--- config.mk ---
export PLATFORM = sky130hd
export DESIGN_NAME = hopper_feed_consumption_totalizer
export DESIGN_NICKNAME = d
export VERILOG_FILES = /design/src/sv/hfct_pkg.sv /design/src/sv/hfct_cfg_regs.sv /design/src/sv/hfct_step.sv /design/src/sv/hopper_feed_consumption_totalizer.sv
export VERILOG_INCLUDE_DIRS = /design/src /design/src/sv
export SDC_FILE = /design/constraint.sdc
export NUM_CORES = 1
export LEC_CHECK = 0
export BUFFER_PORTS_ARGS = -buffer_cell sky130_fd_sc_hd__buf_2
export CAP_MARGIN = 40
export CORE_UTILIZATION = 50
export DETAILED_ROUTE_END_ITERATION = 10
export PLACE_DENSITY = 0.7
export SLEW_MARGIN = 20
export SYNTH_ARGS = -nofsm -noshare
export SYNTH_HDL_FRONTEND = slang
export SYNTH_SLANG_ARGS = --single-unit
--- constraint.sdc ---
create_clock -name clk_i -period 17.7 [get_ports clk_i]
set_input_delay 1.77 -clock clk_i [delete_from_list [all_inputs] [get_ports clk_i]]
set_output_delay 1.77 -clock clk_i [all_outputs]
set_load 0.005 [all_outputs]
--- src/sv/hopper_feed_consumption_totalizer_macros.svh ---
// assertion helpers used by the top-level rtl file
`ifndef HOPPER_FEED_CONSUMPTION_TOTALIZER_MACROS_SVH
`define HOPPER_FEED_CONSUMPTION_TOTALIZER_MACROS_SVH

// same-cycle implication, disabled while reset is asserted
`define HFCT_ASSERT_SAME(label, clk, rst_n, ante, cons) \
  label: assert property (@(posedge clk) disable iff (!(rst_n)) (ante) |-> (cons)) \
    else $error("same-cycle check failed");

// next-cycle implication, disabled while reset is asserted
`define HFCT_ASSERT_NEXT(label, clk, rst_n, ante, cons) \
  label: assert property (@(posedge clk) disable iff (!(rst_n)) (ante) |=> (cons)) \
    else $error("next-cycle check failed");

`endif

--- src/sv/hfct_pkg.sv ---
`timescale 1ns / 1ps
// ---------------------------------------------------------------------------
// hfct_pkg
// types and constants of the hopper feed consumption totalizer
// ---------------------------------------------------------------------------
package hfct_pkg;

  localparam int unsigned WeightW = 32;
  localparam int unsigned CountW  = 8;
  localparam int unsigned PhaseW  = 3;
  localparam int unsigned CfgIdxW = 2;

  localparam logic [WeightW-1:0] DeltaThresholdRst = 32'd100;
  localparam logic [CountW-1:0]  ConfirmCountRst   = 8'd10;
  localparam logic [WeightW-1:0] TotalLimitRst     = 32'hFFFF_FFFF;

  // register indexes of the configuration port
  localparam logic [CfgIdxW-1:0] CfgDeltaThreshold = 2'd0;
  localparam logic [CfgIdxW-1:0] CfgConfirmCount   = 2'd1;
  localparam logic [CfgIdxW-1:0] CfgTotalLimit     = 2'd2;

  // packed width of the result word, padded up to whole bytes
  localparam int unsigned ResultW    = 3 * WeightW + PhaseW + CountW;
  localparam int unsigned ResultPadW = ((ResultW + 7) / 8) * 8;

  typedef enum logic [PhaseW-1:0] {
    PH_POWER_ON   = 3'd0,
    PH_JUDGE      = 3'd1,
    PH_DROP_JUDGE = 3'd2,
    PH_DROP       = 3'd3,
    PH_RISE_JUDGE = 3'd4,
    PH_RISE       = 3'd5
  } phase_e;

  typedef struct packed {
    logic [WeightW-1:0] delta_threshold;
    logic [CountW-1:0]  confirm_count;
    logic [WeightW-1:0] total_limit;
  } cfg_t;

  typedef struct packed {
    phase_e             phase;
    logic [WeightW-1:0] reference;
    logic [CountW-1:0]  count;
    logic [WeightW-1:0] total;
    logic [WeightW-1:0] diff;
  } state_t;

endpackage

--- src/sv/hfct_cfg_regs.sv ---
`timescale 1ns / 1ps
// ---------------------------------------------------------------------------
// hfct_cfg_regs
// configuration register file, written by index over its own channel
// ---------------------------------------------------------------------------
module hfct_cfg_regs (
  input  logic                        clk_i,
  input  logic                        rst_ni,
  input  logic                        wr_en_i,
  input  logic [hfct_pkg::CfgIdxW-1:0] wr_index_i,
  input  logic [hfct_pkg::WeightW-1:0] wr_data_i,
  output hfct_pkg::cfg_t              cfg_o
);

  hfct_pkg::cfg_t cfg_q;

  always_ff @(posedge clk_i or negedge rst_ni) begin
    if (!rst_ni) begin
      cfg_q.delta_threshold <= hfct_pkg::DeltaThresholdRst;
      cfg_q.confirm_count   <= hfct_pkg::ConfirmCountRst;
      cfg_q.total_limit     <= hfct_pkg::TotalLimitRst;
    end else if (wr_en_i) begin
      // indexes past the list are dropped
      if (wr_index_i == hfct_pkg::CfgDeltaThreshold) begin
        cfg_q.delta_threshold <= wr_data_i;
      end else if (wr_index_i == hfct_pkg::CfgConfirmCount) begin
        cfg_q.confirm_count <= wr_data_i[hfct_pkg::CountW-1:0];
      end else if (wr_index_i == hfct_pkg::CfgTotalLimit) begin
        cfg_q.total_limit <= wr_data_i;
      end
    end
  end

  assign cfg_o = cfg_q;

endmodule

--- src/sv/hfct_step.sv ---
`timescale 1ns / 1ps
// ---------------------------------------------------------------------------
// hfct_step
// next state of the phase machine for one clamped weight sample
// ---------------------------------------------------------------------------
module hfct_step (
  input  hfct_pkg::cfg_t               cfg_i,
  input  hfct_pkg::state_t             state_i,
  input  logic [hfct_pkg::WeightW-1:0] weight_i,
  output hfct_pkg::state_t             state_o
);

  logic [hfct_pkg::WeightW-1:0] drop_diff;
  logic [hfct_pkg::WeightW-1:0] rise_diff;
  logic [hfct_pkg::WeightW-1:0] sum;
  logic [hfct_pkg::CountW-1:0]  count_inc;

  assign drop_diff = state_i.reference - weight_i;
  assign rise_diff = weight_i - state_i.reference;
  assign sum       = state_i.total + drop_diff;
  // counter saturates at the confirm count
  assign count_inc = (state_i.count < cfg_i.confirm_count) ?
                     state_i.count + 1'b1 : state_i.count;

  always_comb begin
    state_o = state_i;
    unique case (state_i.phase)
      hfct_pkg::PH_POWER_ON: begin
        state_o.reference = weight_i;
        state_o.phase     = hfct_pkg::PH_JUDGE;
      end
      hfct_pkg::PH_JUDGE: begin
        state_o.count = '0;
        state_o.diff  = '0;
        state_o.phase = (state_i.reference > weight_i) ?
                        hfct_pkg::PH_DROP_JUDGE : hfct_pkg::PH_RISE_JUDGE;
      end
      hfct_pkg::PH_DROP_JUDGE: begin
        if (state_i.reference >= weight_i) begin
          state_o.diff = drop_diff;
          if (drop_diff > cfg_i.delta_threshold) begin
            state_o.count = count_inc;
            if (count_inc == cfg_i.confirm_count) begin
              state_o.phase = hfct_pkg::PH_DROP;
            end
          end
        end else begin
          state_o.phase = hfct_pkg::PH_JUDGE;
          state_o.count = '0;
        end
      end
      hfct_pkg::PH_RISE_JUDGE: begin
        if (state_i.reference <= weight_i) begin
          state_o.diff = rise_diff;
          if (rise_diff > cfg_i.delta_threshold) begin
            state_o.count = count_inc;
            if (count_inc == cfg_i.confirm_count) begin
              state_o.phase = hfct_pkg::PH_RISE;
            end
          end
        end else begin
          state_o.phase = hfct_pkg::PH_JUDGE;
          state_o.count = '0;
        end
      end
      hfct_pkg::PH_DROP: begin
        state_o.diff      = drop_diff;
        state_o.total     = (sum > cfg_i.total_limit) ? sum - cfg_i.total_limit : sum;
        state_o.reference = weight_i;
        state_o.phase     = hfct_pkg::PH_JUDGE;
      end
      hfct_pkg::PH_RISE: begin
        state_o.reference = weight_i;
        state_o.phase     = hfct_pkg::PH_JUDGE;
      end
      default: begin
        state_o = state_i;
      end
    endcase
  end

endmodule

--- src/sv/hopper_feed_consumption_totalizer.sv ---
`timescale 1ns / 1ps
// ---------------------------------------------------------------------------
// hopper_feed_consumption_totalizer
// totals feed drawn from a hopper from a stream of scale weight samples
// ---------------------------------------------------------------------------
//  channel   dir  handshake                   payload
//  s_axis    in   s_axis_tvalid/s_axis_tready  weight sample, 32 bit
//  m_axis    out  m_axis_tvalid/m_axis_tready  total, phase, count, ref, diff
//  cfg       in   cfg_valid_i/cfg_ready_o      register index and data
//
//  one sample per cycle while results drain; a taken word passes the input
//  register, then the phase step into the result register
//  reset clears the phase machine, total and reference and loads the
//  register defaults; no clearing pass
//  a stalled result holds the step stage; the input register still takes
//  a word while it is empty, then tready drops until the result moves
//  cfg is always ready, unchecked; user writes only while the stream is quiet
// ---------------------------------------------------------------------------
module hopper_feed_consumption_totalizer (
  input  logic                            clk_i,
  input  logic                            rst_ni,
  // stream in
  input  logic                            s_axis_tvalid,
  output logic                            s_axis_tready,
  input  logic [hfct_pkg::WeightW-1:0]    s_axis_tdata,   // [31:0] weight_sample
  // stream out
  output logic                            m_axis_tvalid,
  input  logic                            m_axis_tready,
  // [31:0] consumed_total, [34:32] phase, [42:35] excursion_count,
  // [74:43] reference_weight, [106:75] last_difference, rest zero
  output logic [hfct_pkg::ResultPadW-1:0] m_axis_tdata,
  // configuration writes
  input  logic                            cfg_valid_i,
  output logic                            cfg_ready_o,
  input  logic [hfct_pkg::CfgIdxW-1:0]    cfg_index_i,
  input  logic [hfct_pkg::WeightW-1:0]    cfg_data_i
);

  hfct_pkg::cfg_t               cfg;
  hfct_pkg::state_t             state_q, state_d;

  logic                         in_valid_q;
  logic [hfct_pkg::WeightW-1:0] in_weight_q;
  logic                         out_valid_q, out_valid_d;
  logic                         step_en;
  logic                         in_take;

  // config port never back-pressures
  assign cfg_ready_o = 1'b1;

  hfct_cfg_regs u_cfg (
    .clk_i      (clk_i),
    .rst_ni     (rst_ni),
    .wr_en_i    (cfg_valid_i),
    .wr_index_i (cfg_index_i),
    .wr_data_i  (cfg_data_i),
    .cfg_o      (cfg)
  );

  // step fires when a word waits and the result slot is free or leaving
  assign step_en       = in_valid_q && (!out_valid_q || m_axis_tready);
  assign s_axis_tready = !in_valid_q || step_en;
  assign in_take       = s_axis_tvalid && s_axis_tready;

  // input register, negative samples clamped to zero on entry
  always_ff @(posedge clk_i or negedge rst_ni) begin
    if (!rst_ni) begin
      in_valid_q <= 1'b0;
    end else if (s_axis_tready) begin
      in_valid_q <= s_axis_tvalid;
    end
  end

  always_ff @(posedge clk_i) begin
    if (in_take) begin
      in_weight_q <= s_axis_tdata[hfct_pkg::WeightW-1] ? '0 : s_axis_tdata;
    end
  end

  hfct_step u_step (
    .cfg_i    (cfg),
    .state_i  (state_q),
    .weight_i (in_weight_q),
    .state_o  (state_d)
  );

  // the state itself is the result register
  always_ff @(posedge clk_i or negedge rst_ni) begin
    if (!rst_ni) begin
      state_q.phase     <= hfct_pkg::PH_POWER_ON;
      state_q.reference <= '0;
      state_q.count     <= '0;
      state_q.total     <= '0;
      state_q.diff      <= '0;
    end else if (step_en) begin
      state_q <= state_d;
    end
  end

  always_comb begin
    out_valid_d = out_valid_q;
    if (step_en) begin
      out_valid_d = 1'b1;
    end else if (m_axis_tready) begin
      out_valid_d = 1'b0;
    end
  end

  always_ff @(posedge clk_i or negedge rst_ni) begin
    if (!rst_ni) begin
      out_valid_q <= 1'b0;
    end else begin
      out_valid_q <= out_valid_d;
    end
  end

  assign m_axis_tvalid = out_valid_q;
  assign m_axis_tdata  = {{(hfct_pkg::ResultPadW - hfct_pkg::ResultW){1'b0}},
                          state_q.diff, state_q.reference, state_q.count,
                          state_q.phase, state_q.total};

  `include "hopper_feed_consumption_totalizer_macros.svh"

  // state only moves when a word is stepped
  `HFCT_ASSERT_NEXT(a_state_held, clk_i, rst_ni, !step_en, $stable(state_q))
  // the counter is never set before the first sample
  `HFCT_ASSERT_SAME(a_poweron_count, clk_i, rst_ni,
                    state_q.phase == hfct_pkg::PH_POWER_ON, state_q.count == '0)
  // a rise never touches the total
  `HFCT_ASSERT_NEXT(a_rise_total, clk_i, rst_ni,
                    step_en && state_q.phase == hfct_pkg::PH_RISE,
                    $stable(state_q.total))

endmodule
==> out/summary.log <==
[clock_tree] Bufs on Longest Clock Path 3
[critical_path] Setup CP Type reg -> reg
[critical_path] library cell contributing the largest single delay on the critical path o41ai_4
[critical_path] maximum fanout count along the critical path 40
[clock_tree] Clock H-tree levels 1
[worst_hold_path] class of the worst hold path reg -> reg
[die] die outline width 188 um
[synthesis] average footprint of a synthesized cell 8.62 um2
[clock_tree] Num CTS Buffers 25
[sta] endpoints failing hold 0
[sta] Setup TNS 0 ns
[layout] final core utilization 0.575
[synthesis] distinct cell type count after synthesis 88
[layout] layout overhead on the synthesized area 12.5%
[critical_path] critical path buffer and inverter count 4
[outcome] run status complete, no violations
[critical_path] sort of element at the end of the critical path flop
[detailed_routing] number of detailed-routing iterations run before antenna repair 5
[detailed_routing] total length of routed wires 48800 um
[clock_tree] Post-CTS Hold Fix Bufs 0
[clock_tree] clock tree from TritonCTS done
[synthesis] number of synthesized flops with an enable pin 31
[global_routing] global-route wire length before repair 76800 um
[synthesis] share of synthesized area occupied by flip-flops and latches 0.318
[detailed_routing] # DRC 0
[synthesis] synth top area cells dfrtp_1, ha_1, dfstp_2
[critical_path] Required @ worst endpoint 18.13 ns
[synthesis] ys flop type dfrtp_1
[synthesis] synthesized flop and latch total 211
[sta] crit path time final 8.03 ns
[critical_path] cell class contributing the biggest share of worst-path delay compound AO/OA/AOI/OAI gates
[die] count of boundary I/O pins 186
[place] total half-perimeter wirelength after legalization and detailed placement 38500 um
[clock_tree] Resized Gates After CTS 0
[clock_tree] worst-skew pair later-pin latency 0.55 ns
[synthesis] top-area cell type share of the netlist area 0.208
[die] effective utilization at floorplan 0.511
[layout] share of layout cells above drive strength 1 0.160
[clock_tree] CTS root buf clkbuf_16
[detailed_routing] number of routed nets with antenna violations 0
[synthesis] Synth top cells by count ha_1, a21oi_1, o21ai_0
[layout] final std cell area, no fill 19400 um2
[synthesis] most area-hungry cell type in the Yosys netlist dfrtp_1
[sta] Fin Clk Skew 0.0110 ns
[clock_tree] clock transition time at the flip-flop clock pins of the worst setup and hold paths 0.06 ns
[die] floorplan die area 35200 um2
[clock_tree] CTS sink cnt 211
[detailed_routing] average wire per standard cell 18.7 um
[die] Std-Cell Core Area 33700 um2
[die] FP Rows 67
[detailed_routing] via-per-instance ratio 5.80
[sta] relative slew slack 0.477
[layout] final net count 2410
[global_routing] pin count of the biggest net entering global routing 67
[critical_path] delay of the slowest critical-path stage 0.50 ns
[synthesis] count leader, synth ha_1
[place] total cell area at the placement stage 18500 um2
[critical_path] most numerous cell on the critical path a21o_1
[sta] highest clock rate 124 MHz
[synthesis] share of synthesized flip-flops with an asynchronous set or reset 0.853
[critical_path] arrival time at the worst endpoint 8.47 ns
[global_routing] GRT Residual Overflow 0
[job] max-capacitance violation count 0
[die] Die Ht 188 um
[sta] part of the cycle the worst path needs 0.454
[sta] max-slew violation total from the final report 0
[global_routing] number of antenna violations at the first check in global routing 1
[synthesis] total number of yosys warnings 0
[global_routing] overall fraction of global-route tracks in use 0.272
[sta] count of final setup violators 0
[place] gp weighted congestion 0.921
[detailed_routing] number of DRC markers in iteration 0 1132
[sta] RSZ-0062 raised after global routing no
[global_routing] number of global-route vias before repair 14200
[synthesis] synthesized instance count 1999
[place] number of buffers added on ports 178
[clock_tree] Post CTS Setup Buffer Count 0
[layout] total of fill cells in the finished design 3130
[synthesis] synthesized area 17200 um2
[sta] worst-margin pin slew 0.776 ns
[detailed_routing] detailed-route via count 15100
[critical_path] kind of start point of the critical path flop
## registers in the layout (all words and copies together), names as in the netlist
name	cells
m_axis_tdata	106
u_cfg.cfg_o	72
in_weight_q	31
in_valid_q	1
m_axis_tvalid	1
## cells by family (layout without fill, tap and decap cells)
group | Yosys count | count (layout) | share of synthesized area
buf+inv | 262 | 414 | 0.0609
compound gates | 634 | 634 | 0.236
mux | 52 | 52 | 0.0333
xor+xnor | 124 | 124 | 0.0630
flops | 211 | 211 | 0.318
other cells | 2 | 8 | 0.000436
simple gates | 512 | 512 | 0.140
fa+ha+maj | 202 | 202 | 0.148
## cells in the final DEF, fill, tap and decap left out, types with 19 or more instances in the layout
cell	count
a21oi_1	181
dfstp_2	37
xor2_1	47
xnor2_1	77
edfxtp_1	31
nand2_1	175
inv_1	174
o21bai_1	19
a21o_1	87
dfrtp_1	143
o21ai_0	176
clkbuf_16	26
nor3_1	24
nor2_1	131
nor2b_1	48
nand4_1	32
ha_1	198
buf_2	177
nand3_1	28
a22oi_1	27
mux2_2	42
## per-stage QoR
step	worst slack, ns	hold slack, ns	std cells
final	9.67	0.505	2605
after global routing	9.09	0.526	2605
after CTS	9.78	0.513	2602
after detailed placement	9.84	0.500	2556
after global placement	9.78	0.490	2554
after floorplan	11.04	0.479	2004
## layout make-up
class	instances	area (um2)	share of cell area
multi-input cells	1531	10800	0.555
flip-flops and latches	211	5480	0.283
clock inverters	12	169	0.00871
clock buffers	34	691	0.0356
well taps	448	561	0.0289
diodes	1	2.50	0.000129
inverters	174	653	0.0337
repair buffers	194	1070	0.0552
## layer usage
layer  vias up  routed length (um)  track usage
li1       7359                   -            -
met1      7182               23300        0.398
met2       485               21600        0.425
met3        71                2670       0.0277
met4         0                1180       0.0791
met5         -                   0            0
## worst reg2reg max path, delay by kind of cell (launching register included)
family	cells	cell delay (ns)
AOI/OAI and AO/OA	16	4.43
DFF	1	0.39
buffers and inverters	4	0.85
and+or+nand+nor	3	0.49
adders and majority gates	4	1.31
xor gates and xnor gates	2	0.45
## path summary, 6_finish.rpt
| kind | startpoint | to | slack, ns | depth (start not counted) |
|---|---|---|---|---|
| worst max-delay path | m_axis_tdata[43] | m_axis_tdata[16] | 9.67 | 29 |
| worst min-delay path | m_axis_tdata[0] | m_axis_tdata[0] | 0.50 | 2 |
| worst max register to register | m_axis_tdata[43] | m_axis_tdata[16] | 9.67 | 29 |
| worst min register to register | m_axis_tdata[0] | m_axis_tdata[0] | 0.50 | 2 |
| max in group asynchronous | rst_ni | u_cfg.cfg_o[23] | 15.35 | 3 |
| min in group asynchronous | rst_ni | m_axis_tdata[4] | 1.19 | 1 |
Power is not shown: default switching activity piles up to over one toggle a cycle in this logic, so the estimate is an artifact.
